<file path="config.mk">
export PLATFORM = sky130hd
export DESIGN_NAME = adcd_seq
export DESIGN_NICKNAME = d
export VERILOG_FILES = /design/src/rtl/core/adcd_pkg.sv /design/src/rtl/core/adcd_seq.sv
export SDC_FILE = /design/constraint.sdc
export NUM_CORES = 1
export LEC_CHECK = 0
export BUFFER_PORTS_ARGS = -buffer_cell sky130_fd_sc_hd__clkbuf_2
export CAP_MARGIN = 20
export CORE_AREA = 5 5 42 44
export CTS_CLUSTER_DIAMETER = 100
export DETAILED_ROUTE_END_ITERATION = 6
export DIE_AREA = 0 0 47 49
export PLACE_DENSITY_LB_ADDON = 0.08
export SLEW_MARGIN = 20
export SYNTH_ARGS = -nofsm -noshare
export SYNTH_HDL_FRONTEND = slang
export SYNTH_SLANG_ARGS = --single-unit
</file>
<file path="constraint.sdc">
create_clock -name clk -period 4.4 [get_ports clk]
set_input_delay 0.88 -clock clk [delete_from_list [all_inputs] [get_ports clk]]
set_output_delay 0.88 -clock clk [all_outputs]
set_load 0.05 [all_outputs]
</file>
<file path="src/rtl/core/adcd_pkg.sv">
package adcd_pkg;

    // Defaults for the top-level parameters.
    localparam int DEF_MAX_STAGES   = 128;
    localparam int DEF_STAGE_DELAY  = 2;
    localparam int DEF_SAMPLE_WIDTH = 24;

    // Fixed field widths of the configuration registers.
    localparam int COUNT_W    = 8;
    localparam int COEF_W     = 16;
    localparam int COEF_FRAC  = 15;
    localparam int CFG_ADDR_W = 1;
    localparam int CFG_DATA_W = 16;

    localparam logic [COUNT_W-1:0]       COUNT_RESET = 8'd1;
    localparam logic signed [COEF_W-1:0] COEF_RESET  = 16'sd16384;

    // Register indexes on the configuration port.
    localparam logic [CFG_ADDR_W-1:0] REG_STAGE_COUNT   = 1'd0;
    localparam logic [CFG_ADDR_W-1:0] REG_FEEDBACK_COEF = 1'd1;

    typedef enum logic [2:0] {
        ST_IDLE,
        ST_PH_RD,
        ST_RING_RD,
        ST_Y,
        ST_MUL_Y,
        ST_V,
        ST_OUT
    } step_t;

    typedef enum logic [1:0] {
        SEQ_WAIT_IN,
        SEQ_JUMP,
        SEQ_LOOP,
        SEQ_WAIT_OUT
    } seq_op_t;

    typedef enum logic {
        MUL_X,
        MUL_Y
    } mul_src_t;

    // One microcode word.
    typedef struct packed {
        logic     accept;
        logic     mul_en;
        mul_src_t mul_src;
        logic     ph_rd;
        logic     ph_wr;
        logic     ring_rd;
        logic     y_ld;
        logic     ring_wr;
        logic     adv;
        logic     out_ld;
        seq_op_t  seq_op;
        step_t    target;
    } ucode_t;

    // Strobes from the sequencer to the datapath.
    typedef struct packed {
        logic     load_in;
        logic     mul_en;
        mul_src_t mul_src;
        logic     ph_rd;
        logic     ph_wr;
        logic     ring_rd;
        logic     y_ld;
        logic     ring_wr;
        logic     adv;
        logic     out_ld;
    } ctrl_t;

    // Status from the datapath back to the sequencer.
    typedef struct packed {
        logic clr_busy;
        logic last_stage;
        logic out_free;
    } dp_status_t;

    function automatic ucode_t ucode_rom(input step_t s);
        ucode_t w;
        w = '{accept: 1'b0, mul_en: 1'b0, mul_src: MUL_X, ph_rd: 1'b0, ph_wr: 1'b0,
              ring_rd: 1'b0, y_ld: 1'b0, ring_wr: 1'b0, adv: 1'b0, out_ld: 1'b0,
              seq_op: SEQ_JUMP, target: ST_IDLE};
        case (s)
            ST_IDLE:
            begin
                w.accept = 1'b1;
                w.seq_op = SEQ_WAIT_IN;
                w.target = ST_PH_RD;
            end
            ST_PH_RD:
            begin
                w.mul_en  = 1'b1;
                w.mul_src = MUL_X;
                w.ph_rd   = 1'b1;
                w.target  = ST_RING_RD;
            end
            ST_RING_RD:
            begin
                w.ph_wr   = 1'b1;
                w.ring_rd = 1'b1;
                w.target  = ST_Y;
            end
            ST_Y:
            begin
                w.y_ld   = 1'b1;
                w.target = ST_MUL_Y;
            end
            ST_MUL_Y:
            begin
                w.mul_en  = 1'b1;
                w.mul_src = MUL_Y;
                w.target  = ST_V;
            end
            ST_V:
            begin
                w.ring_wr = 1'b1;
                w.adv     = 1'b1;
                w.seq_op  = SEQ_LOOP;
                w.target  = ST_PH_RD;
            end
            ST_OUT:
            begin
                w.out_ld = 1'b1;
                w.seq_op = SEQ_WAIT_OUT;
                w.target = ST_IDLE;
            end
            default:
            begin
                w.seq_op = SEQ_JUMP;
                w.target = ST_IDLE;
            end
        endcase
        return w;
    endfunction

endpackage

</file>
<file path="src/rtl/core/adcd_seq.sv">
module adcd_seq (
    input  logic                clk,
    input  logic                rst_n,
    input  logic                in_valid,
    input  adcd_pkg::dp_status_t status,
    output logic                in_ready,
    output adcd_pkg::ctrl_t     ctrl
);

    adcd_pkg::step_t  step_reg;
    adcd_pkg::step_t  step_next;
    adcd_pkg::ucode_t cw;
    logic             in_fire;

    always_ff @(posedge clk or negedge rst_n)
    begin
        if (!rst_n)
        begin
            step_reg <= adcd_pkg::ST_IDLE;
        end
        else
        begin
            step_reg <= step_next;
        end
    end

    always_comb
    begin
        cw       = adcd_pkg::ucode_rom(step_reg);
        in_ready = cw.accept && !status.clr_busy;
        in_fire  = in_ready && in_valid;

        ctrl.load_in = in_fire;
        ctrl.mul_en  = cw.mul_en;
        ctrl.mul_src = cw.mul_src;
        ctrl.ph_rd   = cw.ph_rd;
        ctrl.ph_wr   = cw.ph_wr;
        ctrl.ring_rd = cw.ring_rd;
        ctrl.y_ld    = cw.y_ld;
        ctrl.ring_wr = cw.ring_wr;
        ctrl.adv     = cw.adv;
        ctrl.out_ld  = cw.out_ld && status.out_free;

        step_next = step_reg;
        case (cw.seq_op)
            adcd_pkg::SEQ_WAIT_IN:
            begin
                if (in_fire)
                begin
                    step_next = cw.target;
                end
            end
            adcd_pkg::SEQ_JUMP:
            begin
                step_next = cw.target;
            end
            adcd_pkg::SEQ_LOOP:
            begin
                // Fall through to the next word after the last active stage.
                if (status.last_stage)
                begin
                    step_next = adcd_pkg::step_t'(3'(step_reg) + 3'd1);
                end
                else
                begin
                    step_next = cw.target;
                end
            end
            adcd_pkg::SEQ_WAIT_OUT:
            begin
                if (status.out_free)
                begin
                    step_next = cw.target;
                end
            end
            default:
            begin
                step_next = adcd_pkg::ST_IDLE;
            end
        endcase
    end

endmodule

</file>
==> results of run 1 <==
worst register-to-register path, delay by kind of cell, from the launching register on:
family,cells,cell delay (ns)
AO/OA/AOI/OAI,2,0.15
adder cells (fa/ha/maj),1,0.36
buffers and inverters,1,0.22
flip-flops,1,0.42
AND/OR/NAND/NOR,2,0.35
cells by family (layout without fill, tap and decap cells):
group	count (synthesis)	count (layout)	synth area share [%]
buffers and inverters	8	24	11.7
muxes	1	1	2.40
AOI/OAI and AO/OA	11	11	23.1
and+or+nand+nor	18	18	26.7
DFF	3	3	18.0
adders and majority gates	6	6	18.0
cell type report:
class	count	area (µm²)	share of cell area (%)
clock buffers	4	26.3	5.16
inverters	4	15.0	2.95
multi-input cells	36	293	57.5
flip-flops and latches	3	75.1	14.7
well taps	16	20.0	3.93
repair buffers	16	80.1	15.7
per-stage QoR:
| step | utilization [%] | hold slack [ns] | area (µm²) | setup slack [ns] | cells |
|---|---|---|---|---|---|
| after global routing | 36.3 | 0.429 | 509 | 1.59 | 79 |
| final | 36.3 | 0.438 | 509 | 1.71 | 79 |
| after global placement | 34.5 | 0.579 | 483 | 1.94 | 75 |
| after CTS | 36.3 | 0.428 | 509 | 1.68 | 79 |
| after floorplan | - | 0.522 | 417 | 1.09 | 47 |
| after detailed placement | 34.5 | 0.568 | 483 | 1.93 | 75 |
cells in the final DEF, fill, tap and decap left out:
cell      count
o41ai_1       1
a21oi_1       1
clkbuf_4      3
nand3b_1      1
o31ai_4       1
and2_2        1
clkbuf_2     16
o21ai_0       2
or2_1         1
nor3_1        1
nor2b_2       1
a211oi_1      1
ha_1          6
clkbuf_1      1
dfrtp_1       3
nand2_1       4
nor2b_1       2
and2b_2       2
o311ai_1      1
a22oi_2       1
inv_2         1
a21o_1        1
nand2b_4      1
and2_1        1
inv_1         3
a31oi_1       1
o221ai_1      1
mux2i_1       1
nor2_1        3
worst paths after layout:
| kind | from | to | depth (start not counted) |
|---|---|---|---|
| max | step_reg[0]$_DFFE_PN0P_ | ctrl[9] | 6 |
| min | rst_n | step_reg[1]$_DFFE_PN0P_ | 1 |
| max reg2reg | step_reg[0]$_DFFE_PN0P_ | step_reg[0]$_DFFE_PN0P_ | 6 |
| min reg2reg | step_reg[1]$_DFFE_PN0P_ | step_reg[1]$_DFFE_PN0P_ | 1 |
| max in group asynchronous | rst_n | step_reg[0]$_DFFE_PN0P_ | 1 |
| min in group clk | step_reg[1]$_DFFE_PN0P_ | step_reg[1]$_DFFE_PN0P_ | 1 |
routing by layer:
layer / global-route usage (%) / vias to the layer above / part of all wire (%) / wire length (µm)
li1: - / 195 / - / -
met1: 11.5 / 164 / 48 / 428
met2: 13.3 / 9 / 47 / 425
met3: 1.11 / 0 / 4.7 / 42
met4: 5.53 / 0 / 0 / 0
met5: 0 / - / 0 / 0
==> results.sh, run 1 <==
export IMPL_max_cap_violations=0
export IMPL_rows=14
export IMPL_crit_buf_inv=3
export IMPL_antenna_found_initial=0
export IMPL_drive_gt1_share_pct=42.9
export IMPL_ys_seq_area_share_pct=18.0
export IMPL_routedWlPerCell_um=11.3
export IMPL_core_area_mm2=0.00140
export IMPL_cts_max_path_buffers=2
export IMPL_synth_enable_flop_cells=0
export IMPL_drv_slew=0
export IMPL_ys_ff_latch=3
export IMPL_via_per_inst=4.66
export IMPL_clk_pin_slew_ns=0.04
export IMPL_slowest_delay_ns=0.42
export IMPL_ant_nets=0
export IMPL_synthCells=47
export IMPL_dieWidth_um=47
export IMPL_finalHoldViolCount=0
export IMPL_cts_sinks=3
export IMPL_setup_violations=0
export IMPL_fin_crit_sh_pct=61.1
export IMPL_cp_cell_sequence="inv_1 > ha_1 > inv_1 > nor3_1 > and2_1 > clkbuf_2"
export IMPL_drc=0
export IMPL_syn_avg_cell_area_um2=8.86
export IMPL_critical_path_arrival_ns=1.81
export IMPL_cp_top_family="buffers and inverters"
export IMPL_slew_limit_headroom_pct=74.1
export IMPL_grt_max_degree=11
export IMPL_max_freq_mhz=372
export IMPL_io_pins=17
export IMPL_hold_class="input pin to asynchronous set/reset pin"
export IMPL_syn_area_um2=417
export IMPL_clock_skew_ns=0.000669
export IMPL_cts_repair_resized=0
export IMPL_dieHeight_um=49
export IMPL_finalSetupTns_ns=0
export IMPL_ys_top_cells_by_count="ha_1, nand2_1"
export IMPL_portBuffers=16
export IMPL_yosys_most_used_dff="dfrtp_1"
export IMPL_dr_pass1_iters=2
export IMPL_initial_core_util_pct=29.7
export IMPL_outcome="finished clean"
export IMPL_wl_um=895
export IMPL_synth_area_leaders="dfrtp_1, ha_1, buf_4"
export IMPL_reg2reg_slack_ns=2.76
export IMPL_grt_pass1_vias=383
export IMPL_grt_usage_pct=8.89
export IMPL_hold_buffers=0
export IMPL_crit_required_ns=3.52
export IMPL_dieArea_mm2=0.00230
export IMPL_place_gp_congestion=0.618
export IMPL_timing_critical_path_from_type="flop"
export IMPL_yosys_warnings=0
export IMPL_largest_reg_flops=3
export IMPL_cts_max_level=1
export IMPL_synth_most_common_cell="ha_1"
export IMPL_path_max_fanout=6
export IMPL_gr_total_overflow=0
export IMPL_worstSetupEndpointType="output port"
export IMPL_area_growth_pct=22.2
export IMPL_cts_tree="yes"
export IMPL_crit_slowest_cell="dfrtp_1"
export IMPL_ys_types=28
export IMPL_cpMostUsedCell="inv_1"
export IMPL_ys_async_sr_fraction_pct=100
export IMPL_yosys_area_top_type="dfrtp_1"
export IMPL_synth_fp_nets=59
export IMPL_path_class="flop to output port"
export IMPL_drtIter0Drc=2
export IMPL_clk_latency_ns=0.23
export IMPL_cts_buffers=3
export IMPL_synthDominantCellAreaShare_pct=18.0
export IMPL_nets=76
export IMPL_dp_hpwl_um=728
export IMPL_grt_first_pass_wirelength_um=1520
export IMPL_num_vias=368
export IMPL_rsz0062_at_grt="no"
export IMPL_cts_root_buf="clkbuf_4"
export IMPL_fillerInstances=166
export IMPL_post_cts_setup_buffer_count=0
export IMPL_period_needed_ns=2.69
export IMPL_tightest_slew_ns=0.388
export IMPL_n_antenna_cell=0
Power of run 1 is left out: the tool's default activity adds up to more than one toggle a clock period on the data nets, which glitch-free logic cannot reach.
==> run 2, diff against run 1 <==
- clock period: 4.4 -> 2.3 ns (I/O delays scaled with it)
==> run 2 against run 1 <==
Effect of this change:
- non-clock buffer count is the same
- via count increased by 1.9%
- critical path depth down 1
- critical path type unchanged
- design area is 2.0% higher
- clock skew is 0.0023 ns higher
- core utilization is 0.71 points higher
- flip-flop and latch count stayed put
- first-iteration DRC count grew to 2.5 times the previous value
- hold slack worse by 0.42 ns
- cell count unchanged
- setup slack got worse by 1.6 ns
- global-route usage fell by 0.29 points
==> results.sh, run 2 (same netlist as run 1, synthesis figures left out) <==
export IMPL_setup_violations=0
export IMPL_placedCellCount=75
export IMPL_fin_crit_sh_pct=93.7
export IMPL_clk_latency_ns=0.23
export IMPL_io_pins=17
export IMPL_rows=14
export IMPL_dieArea_mm2=0.00230
export IMPL_cp_top_family="simple AND/OR/NAND/NOR gates"
export IMPL_routedWlPerCell_um=10.8
export IMPL_grt_pass1_vias=377
export IMPL_num_vias=375
export IMPL_hold_class="input pin to asynchronous set/reset pin"
export IMPL_crit_required_ns=1.84
export IMPL_cts_repair_resized=0
export IMPL_antenna_found_initial=0
export IMPL_drv_slew=0
export IMPL_finalSetupTns_ns=0
export IMPL_tightest_slew_ns=0.396
export IMPL_dr_pass1_iters=4
export IMPL_dieHeight_um=49
export IMPL_initial_core_util_pct=29.7
export IMPL_clk_pin_slew_ns=0.04
export IMPL_utilization_pct=37.1
export IMPL_rsz0062_at_grt="no"
export IMPL_cts_tree="yes"
export IMPL_wl_um=856
export IMPL_hold_buffers=0
export IMPL_outcome="finished clean"
export IMPL_crit_buf_inv=2
export IMPL_n_antenna_cell=0
export IMPL_clock_skew_ns=0.00293
export IMPL_via_per_inst=4.75
export IMPL_largest_reg_flops=3
export IMPL_cts_max_path_buffers=2
export IMPL_drc=0
export IMPL_drive_gt1_share_pct=49.2
export IMPL_dp_hpwl_um=719
export IMPL_cp_cell_sequence="inv_1 > ha_1 > and2b_2 > or2_1 > clkbuf_2"
export IMPL_layout_common_cells="clkbuf_2, ha_1, nand2_1, clkbuf_4, dfrtp_1"
export IMPL_cts_buffers=3
export IMPL_max_freq_mhz=464
export IMPL_finalHoldViolCount=0
export IMPL_drtIter0Drc=5
export IMPL_crit_slowest_cell="dfrtp_1"
export IMPL_nets=76
export IMPL_portBuffers=16
export IMPL_grt_first_pass_wirelength_um=1520
export IMPL_place_gp_congestion=0.716
export IMPL_cts_sinks=3
export IMPL_dieWidth_um=47
export IMPL_stdcell_count=79
export IMPL_grt_max_degree=11
export IMPL_path_class="flop to output port"
export IMPL_reg2reg_slack_ns=0.76
export IMPL_period_needed_ns=2.16
export IMPL_gr_total_overflow=0
export IMPL_post_cts_setup_buffer_count=0
export IMPL_slowest_delay_ns=0.40
export IMPL_path_max_fanout=7
export IMPL_cts_max_level=1
export IMPL_final_common_cell="clkbuf_2"
export IMPL_layout_setup_ws_ns=0.145
export IMPL_critical_path_arrival_ns=1.70
export IMPL_timing_critical_path_from_type="flop"
export IMPL_grt_usage_pct=8.60
export IMPL_core_area_mm2=0.00140
export IMPL_cts_root_buf="clkbuf_4"
export IMPL_max_cap_violations=0
export IMPL_slew_limit_headroom_pct=73.6
export IMPL_dp_slack_ns=0.328
export IMPL_ant_nets=0
export IMPL_fillerInstances=159
export IMPL_worstSetupEndpointType="output port"
export IMPL_area_growth_pct=24.6
==> run 2: metal layers <==
| layer | routed length (µm) | share of wire [%] | GRT usage (%) | up-vias |
|---|---|---|---|---|
| li1 | - | - | - | 195 |
| met1 | 388 | 45 | 11.7 | 169 |
| met2 | 406 | 47 | 12.9 | 11 |
| met3 | 60 | 7.0 | 2.21 | 0 |
| met4 | 0 | 0 | 2.76 | 0 |
| met5 | 0 | 0 | 0 | - |
==> run 2: final timing paths <==
path / startpoint / depth (start not counted) / endpoint
min: rst_n / 1 / step_reg[0]$_DFFE_PN0P_
max in group asynchronous: rst_n / 1 / step_reg[2]$_DFFE_PN0P_
max: step_reg[1]$_DFFE_PN0P_ / 5 / ctrl[8]
min in group clk: step_reg[1]$_DFFE_PN0P_ / 1 / step_reg[1]$_DFFE_PN0P_
min reg2reg: step_reg[1]$_DFFE_PN0P_ / 1 / step_reg[1]$_DFFE_PN0P_
max reg2reg: step_reg[2]$_DFFE_PN0P_ / 5 / step_reg[2]$_DFFE_PN0P_
==> run 2: final cells by class <==
class | count | area (µm²) | area share (%)
Clock buffer | 4 | 26.3 | 5.06
Inverter | 4 | 15.0 | 2.89
Multi-Input combinational cell | 36 | 303 | 58.3
Sequential cell | 3 | 75.1 | 14.5
Tap cell | 16 | 20.0 | 3.86
Timing Repair Buffer | 16 | 80.1 | 15.4
==> run 2: metrics by stage <==
stage,hold WS [ns],cell area (µm²)
floorplan,0.164,424
global placement,0.260,490
detailed placement,0.259,490
CTS,0.0117,517
global route,0.0106,519
finish,0.0191,519
Power of run 2 is left out for the same reason.
